===== src/hw/rtl/rpn_pkg.sv =====
// rpn_pkg: types, constants and arithmetic helpers of the rpn stack calculator
// used by every module of the block; depends on nothing
package rpn_pkg;

  // sizes
  localparam int STACK_ENTRIES = 128;
  localparam int VALUE_BITS    = 32;
  localparam int FRAC_BITS     = VALUE_BITS / 2;
  localparam int CNT_BITS      = $clog2(STACK_ENTRIES + 1);
  localparam int IDX_BITS      = $clog2(STACK_ENTRIES);
  localparam int NUM_BITS      = VALUE_BITS + FRAC_BITS;
  localparam int PROD_BITS     = 2 * VALUE_BITS;
  localparam int DIV_STEP_BITS = 2;
  localparam int DIV_ITERS     = (NUM_BITS + DIV_STEP_BITS - 1) / DIV_STEP_BITS;
  localparam int DIV_BITS      = DIV_ITERS * DIV_STEP_BITS;
  localparam int ITER_BITS     = $clog2(DIV_ITERS + 1);
  localparam int OPERAND_BITS  = 32;
  localparam int TOP_BITS      = 32;
  localparam int DEPTH_BITS    = 8;

  typedef logic signed [VALUE_BITS-1:0] value_t;
  typedef logic [VALUE_BITS-1:0]        mag_t;
  typedef logic [NUM_BITS-1:0]          wide_t;
  typedef logic [CNT_BITS-1:0]          count_t;
  typedef logic [IDX_BITS-1:0]          idx_t;

  localparam value_t VAL_MAX   = {1'b0, {(VALUE_BITS - 1){1'b1}}};
  localparam value_t VAL_MIN   = {1'b1, {(VALUE_BITS - 1){1'b0}}};
  localparam value_t ONE_VALUE =
    {{(VALUE_BITS - FRAC_BITS - 1){1'b0}}, 1'b1, {FRAC_BITS{1'b0}}};

  // instruction codes
  typedef enum logic [3:0] {
    MODE_PUSH = 4'd0,
    MODE_ADD  = 4'd1,
    MODE_SUB  = 4'd2,
    MODE_MUL  = 4'd3,
    MODE_DIV  = 4'd4,
    MODE_EQ   = 4'd5,
    MODE_NE   = 4'd6,
    MODE_AND  = 4'd7,
    MODE_OR   = 4'd8,
    MODE_GT   = 4'd9,
    MODE_GE   = 4'd10,
    MODE_LT   = 4'd11,
    MODE_LE   = 4'd12,
    MODE_NOT  = 4'd13
  } mode_t;

  typedef enum logic [1:0] {
    ST_OK    = 2'd0,
    ST_UNDER = 2'd1,
    ST_OVER  = 2'd2,
    ST_DIVZ  = 2'd3
  } status_t;

  typedef enum logic [2:0] {
    CS_IDLE,
    CS_DECODE,
    CS_FETCH,
    CS_DIVIDE,
    CS_COMMIT
  } ctrl_state_t;

  // channel payloads
  typedef struct packed {
    logic [3:0]                     mode;
    logic signed [OPERAND_BITS-1:0] operand_value;
  } in_item_t;

  typedef struct packed {
    logic signed [TOP_BITS-1:0] top_value;
    logic [DEPTH_BITS-1:0]      stack_depth;
    status_t                    status;
  } out_item_t;

  // controller to datapath
  typedef struct packed {
    logic    load_ins;
    logic    rd_a;
    logic    start_ops;
    logic    commit;
    status_t code;
  } ctrl_cmd_t;

  // datapath to controller
  typedef struct packed {
    logic [3:0] mode;
    logic       empty;
    logic       lt_two;
    logic       full;
    logic       b_zero;
    logic       div_done;
    logic       out_free;
  } ctrl_stat_t;

  // absolute value as an unsigned magnitude
  function automatic mag_t mag_of(input value_t v);
    return v[VALUE_BITS-1] ? mag_t'(0) - mag_t'(v) : mag_t'(v);
  endfunction

  // apply a sign to a wide magnitude and clamp to the value range
  function automatic value_t sat_mag(input logic neg, input wide_t m);
    mag_t lim;
    mag_t low;
    lim = neg ? mag_t'(VAL_MIN) : mag_t'(VAL_MAX);
    low = m[VALUE_BITS-1:0];
    if (m > NUM_BITS'(lim)) return neg ? VAL_MIN : VAL_MAX;
    return neg ? value_t'(mag_t'(0) - low) : value_t'(low);
  endfunction

  function automatic value_t sat_add(input value_t a, input value_t b);
    logic signed [VALUE_BITS:0] s;
    s = {a[VALUE_BITS-1], a} + {b[VALUE_BITS-1], b};
    if (s[VALUE_BITS] != s[VALUE_BITS-1]) return s[VALUE_BITS] ? VAL_MIN : VAL_MAX;
    return s[VALUE_BITS-1:0];
  endfunction

  function automatic value_t sat_sub(input value_t a, input value_t b);
    logic signed [VALUE_BITS:0] s;
    s = {a[VALUE_BITS-1], a} - {b[VALUE_BITS-1], b};
    if (s[VALUE_BITS] != s[VALUE_BITS-1]) return s[VALUE_BITS] ? VAL_MIN : VAL_MAX;
    return s[VALUE_BITS-1:0];
  endfunction

  // pushed operand into the value range
  function automatic value_t push_value(input logic signed [OPERAND_BITS-1:0] x);
    logic signed [64:0] wx;
    logic signed [64:0] hi;
    logic signed [64:0] lo;
    wx = x;
    hi = VAL_MAX;
    lo = VAL_MIN;
    if (wx > hi) return VAL_MAX;
    if (wx < lo) return VAL_MIN;
    return value_t'(wx);
  endfunction

  // value onto the top_value field
  function automatic logic signed [TOP_BITS-1:0] to_top(input value_t v);
    logic signed [64:0] w;
    w = v;
    return w[TOP_BITS-1:0];
  endfunction

  function automatic value_t truth(input logic t);
    return t ? ONE_VALUE : '0;
  endfunction

endpackage


===== src/hw/rtl/rpn_ctrl.sv =====
// rpn_ctrl: controller state machine that sequences one instruction at a time
// depends on rpn_pkg; drives the datapath through ctrl_cmd_t
module rpn_ctrl (
  input  logic                clk,
  input  logic                rst_n,
  input  logic                in_valid,
  output logic                in_stall,
  input  rpn_pkg::ctrl_stat_t stat,
  output rpn_pkg::ctrl_cmd_t  cmd
);

  rpn_pkg::ctrl_state_t state_r, state_nxt;
  rpn_pkg::status_t     code_r, code_nxt;
  logic                 is_binary;

  assign is_binary = stat.mode inside {[rpn_pkg::MODE_ADD:rpn_pkg::MODE_LE]};

  always_ff @(posedge clk) begin
    if (!rst_n) begin
      state_r <= rpn_pkg::CS_IDLE;
      code_r  <= rpn_pkg::ST_OK;
    end else begin
      state_r <= state_nxt;
      code_r  <= code_nxt;
    end
  end

  // next state and outcome code
  always_comb begin
    state_nxt = state_r;
    code_nxt  = code_r;
    case (state_r)
      rpn_pkg::CS_IDLE: begin
        if (in_valid) begin
          state_nxt = rpn_pkg::CS_DECODE;
          code_nxt  = rpn_pkg::ST_OK;
        end
      end
      rpn_pkg::CS_DECODE: begin
        state_nxt = rpn_pkg::CS_COMMIT;
        if (stat.mode == rpn_pkg::MODE_PUSH) begin
          if (stat.full) code_nxt = rpn_pkg::ST_OVER;
        end else if (stat.mode == rpn_pkg::MODE_NOT) begin
          if (stat.empty) code_nxt = rpn_pkg::ST_UNDER;
        end else if (is_binary) begin
          if (stat.lt_two) code_nxt = rpn_pkg::ST_UNDER;
          else state_nxt = rpn_pkg::CS_FETCH;
        end
      end
      rpn_pkg::CS_FETCH: begin
        state_nxt = rpn_pkg::CS_COMMIT;
        if (stat.mode == rpn_pkg::MODE_DIV) begin
          if (stat.b_zero) code_nxt = rpn_pkg::ST_DIVZ;
          else state_nxt = rpn_pkg::CS_DIVIDE;
        end
      end
      rpn_pkg::CS_DIVIDE: begin
        if (stat.div_done) state_nxt = rpn_pkg::CS_COMMIT;
      end
      rpn_pkg::CS_COMMIT: begin
        if (stat.out_free) state_nxt = rpn_pkg::CS_IDLE;
      end
      default: state_nxt = rpn_pkg::CS_IDLE;
    endcase
  end

  // datapath commands
  always_comb begin
    cmd           = '0;
    cmd.code      = code_r;
    cmd.load_ins  = (state_r == rpn_pkg::CS_IDLE) && in_valid;
    cmd.rd_a      = (state_r == rpn_pkg::CS_DECODE) && is_binary && !stat.lt_two;
    cmd.start_ops = (state_r == rpn_pkg::CS_FETCH);
    cmd.commit    = (state_r == rpn_pkg::CS_COMMIT) && stat.out_free;
  end

  assign in_stall = (state_r != rpn_pkg::CS_IDLE);

endmodule


===== config.mk =====
export PLATFORM = sky130hd
export DESIGN_NAME = rpn_ctrl
export DESIGN_NICKNAME = d
export VERILOG_FILES = /design/src/hw/rtl/rpn_pkg.sv /design/src/hw/rtl/rpn_ctrl.sv
export SDC_FILE = /design/constraint.sdc
export NUM_CORES = 1
export LEC_CHECK = 0
export BUFFER_PORTS_ARGS = -buffer_cell sky130_fd_sc_hd__clkbuf_2
export CAP_MARGIN = 20
export CORE_AREA = 2 2 39 41
export DETAILED_ROUTE_END_ITERATION = 16
export DIE_AREA = 0 0 41 43
export GPL_TIMING_DRIVEN = 0
export HOLD_SLACK_MARGIN = 0.12
export MAX_ROUTING_LAYER = met4
export SLEW_MARGIN = 40
export SYNTH_ARGS = -nofsm -noshare
export SYNTH_HDL_FRONTEND = slang
export SYNTH_SLANG_ARGS = --single-unit
export TNS_END_PERCENT = 1

===== constraint.sdc =====
create_clock -name clk -period 4.08 [get_ports clk]
set_input_delay 0.204 -clock clk [delete_from_list [all_inputs] [get_ports clk]]
set_output_delay 0.204 -clock clk [all_outputs]
set_load 0.01 [all_outputs]

==> results.txt <==
----------------------------------------------------
[Min path]
  Hold Path Class ... in -> reg

[Synthesis]
  Area leader, netlist ... dfxtp_1
  Synth Instances ... between 50 and 60
  Synthesized flop and latch total ... 5
  Largest family of logic cells by synthesized area ... simple AND/OR/NAND/NOR gates
  Simple-gate share of the synthesized area ... 42.5%
  Synthesized-area fraction occupied by ao, oa, aoi and oai cells ... between 20% and 30%
  Post-synthesis cell area ... 415 µm²
  Mapped Nets ... 68
  Yosys Warn Count ... 0
  Fraction of synthesized area in multiplexers ... between 2 and 2.5%
  Arithmetic-cell share of the synthesized area counting full adders, half adders and majority gates ... 0%
  Area share of the largest cell type after synthesis ... 24.1%
  Xor-xnor portion of the synthesized cell area ... 0%
  Synthesized area per cell ... 7.55 µm²
  Number of distinct library cells after synthesis ... 26
  Sequential area share after synthesis ... between 20 and 25%
  Cells taking the most area after synthesis ... dfxtp_1 (24%), nor2_1 (7.2%), nor4_4 (5.1%), nor3_1 (4.8%), nand2_1 (4.5%)

[Routing]
  Number of routed nets with antenna violations ... 0
  TritonRoute pass-1 iters ... 3
  Via count ... 469
  Avg Vias per Cell ... 4.99
  DRC viols ... 0
  First-iteration detailed-routing DRC count ... 2
  DRT Wirelength ... between 1000 and 1500 µm
  Average wire per standard cell ... 11.1 µm

[Placement]
  Cells after DPL ... 90
  Routability congestion estimate from global placement ... 0.862
  Port Buffers ... 19
  Half-perimeter wire length after placement ... around 840 µm
  Post-placement cell area ... 531 µm²

[Global route]
  All-layer global routing usage ... between 10 and 15%
  Number of antenna violations at the first check in global routing ... 0
  GRT overflow ... 0
  Maximum number of pins on one net before global-route repair ... 11
  Global-route wire length before repair ... about 1700 µm
  Vias in the first global route ... ~430

[Timing]
  Clock skew after layout ... 1.24 ps
  Max-slew violation count ... 0
  Transition time at the pin with the least slew margin ... between 400 and 500 ps
  Tightest slew margin relative to the limit ... a little under 70%
  Fmax achieved ... around 630 MHz
  RSZ-0062 raised after global routing ... no
  Time the worst path needs with I/O delays and setup ... 1600 ps
  Setup tns final ... 0 ps
  Final Hold Viols ... 0
  Post-route clock period utilization ... 39.1%
  Count of endpoints failing setup in the final report ... 0

[Setup path]
  Crit path cell chain ... clkbuf_1 > nand2_1 > nor4_1 > clkbuf_2
  Crit Path Max Fanout ... 10
  CP required ... 3880 ps
  Arrival time at the worst endpoint ... 1390 ps
  Crit start category ... flip-flop
  Crit path kind ... reg -> out
  CP max-delay cell ... dfxtp_1
  Peak per-stage delay on the critical path ... 380 ps
  Crit path capture type ... output pin

[Die]
  Std-Cell Rows ... 14
  Die outline height ... approximately 43 µm
  Die area ... 1760 µm²
  Top-level I/O count ... 20
  Starting density of the core ... ~30%
  Horizontal die dimension ... 41 µm
  Core box area ... 1380 µm²

[Layout]
  Relative area change from synthesis to final layout ... 34.0%
  Final-stage net count ... 92
  Most common cell after layout, fill and taps aside ... clkbuf_2
  Design area ... around 560 µm²
  Antenna fix cells ... 0
  Commonest cells after routing, fill and taps aside ... clkbuf_2 (19), nor2_1 (8), nand2_1 (5), dfxtp_1 (5)
  Share of final-layout standard cells stronger than drive strength 1 ... 32.1%
  Finished Layout Cells ... 94
  Util after Layout ... 40.2%

[Clock network]
  Longest Clk Path Bufs ... 2
  Sink count of the clock tree ... 5
  Number of hold-repair buffers added at the cts stage ... 0
  Post-CTS setup buffers ... 0
  Clock root buffer master ... clkbuf_4
  TritonCTS clock tree ... yes
  Worst-Skew Late Latency ... 240 ps
  H-tree levels ... 1
  Number of buffers added by the clock tree synthesis step ... 3
  Clk pin slew, worst setup/hold paths ... 40 ps
  Quantity of gates resized following cts ... 0

[Power]
  Total power divided by cell area ... 301 nW/µm²
  Leakage component of the power ... 0.000250 µW
  Worst vdd rail ir drop ... 0.000128 V

[Run status]
  Run status ... finished clean

[Job]
  Number of max-cap violations ... 0

----------------------------------------------------
[logic make-up (layout without fill, tap and decap cells)]
family,after synthesis,after routing
AO/OA/AOI/OAI,14,14
buffers and inverters,5,28
flip-flops,5,5
multiplexers,1,1
AND/OR/NAND/NOR,30,30
[worst max-delay path, delay by kind of cell (launching register included)]
family / cells / cell delay [ps]
buf+inv: 2 / 520
flops: 1 / 380
simple gates: 2 / 250
[registers in the layout, indices dropped and copies added, names as in the netlist]
register	cells
code_r	2
state_r	3
[synthesized netlist by cell type]
cell and number:
a211oi_1 2, a21boi_0 2, a21oi_1 1, a221oi_2 1
a31oi_1 1, and4b_1 1, clkbuf_1 3, dfxtp_1 5
inv_1 2, mux2i_1 1, nand2_1 5, nand2b_1 3
nand3_1 2, nand3b_1 2, nor2_1 8, nor3_1 4
nor3b_1 1, nor4_1 1, nor4_2 1, nor4_4 1
o211a_1 1, o21a_1 2, o21ai_0 2, o311a_1 1
o41ai_1 1, or3_1 1
[where the power goes]
part	internal, µW	switching [µW]	total (µW)
clock	36.9	18.9	55.7
combinational	24.4	30.1	54.5
sequential	54.1	3.01	57.1
total	115	52.0	167
[worst paths after layout]
kind / depth (start not counted) / to / slack [ps] / start
max reg2reg: 6 / code_r[1] / 2610 / state_r[1]
max: 4 / cmd[4] / 2480 / state_r[0]
min: 2 / state_r[2] / 230 / rst_n
min reg2reg: 1 / code_r[0] / 470 / code_r[0]
[routing by layer]
metal | wire (µm) | part of all wire (%) | up-vias | GRT usage [%]
met5 | 0 | 0 | - | -
met4 | 0 | 0 | 0 | 6.00
met3 | 65 | 6.3 | 0 | 3.14
met2 | 469 | 45 | 15 | 20.9
met1 | 505 | 49 | 205 | 18.6
li1 | - | - | 249 | -
[final cells by class]
cell class	instances	area (µm²)
Timing Repair Buffer	19	95.1
Sequential cell	5	100
Clock buffer	4	26.3
Inverter	2	7.51
Tap cell	16	20.0
Buffer	3	11.3
Multi-Input combinational cell	45	297
Fill cell	157	827
[per-stage QoR]
step           power [µW]  hold slack (ps)  worst slack, ps
6_report              167              231             2480
5_1_grt               182              239             2300
4_1_cts               171              223             2490
3_5_place_dp          112              465             2590
3_3_place_gp          112              453             2590
2_1_floorplan        90.9              322             2790
No activity file was read; power rests on OpenSTA's default activity.
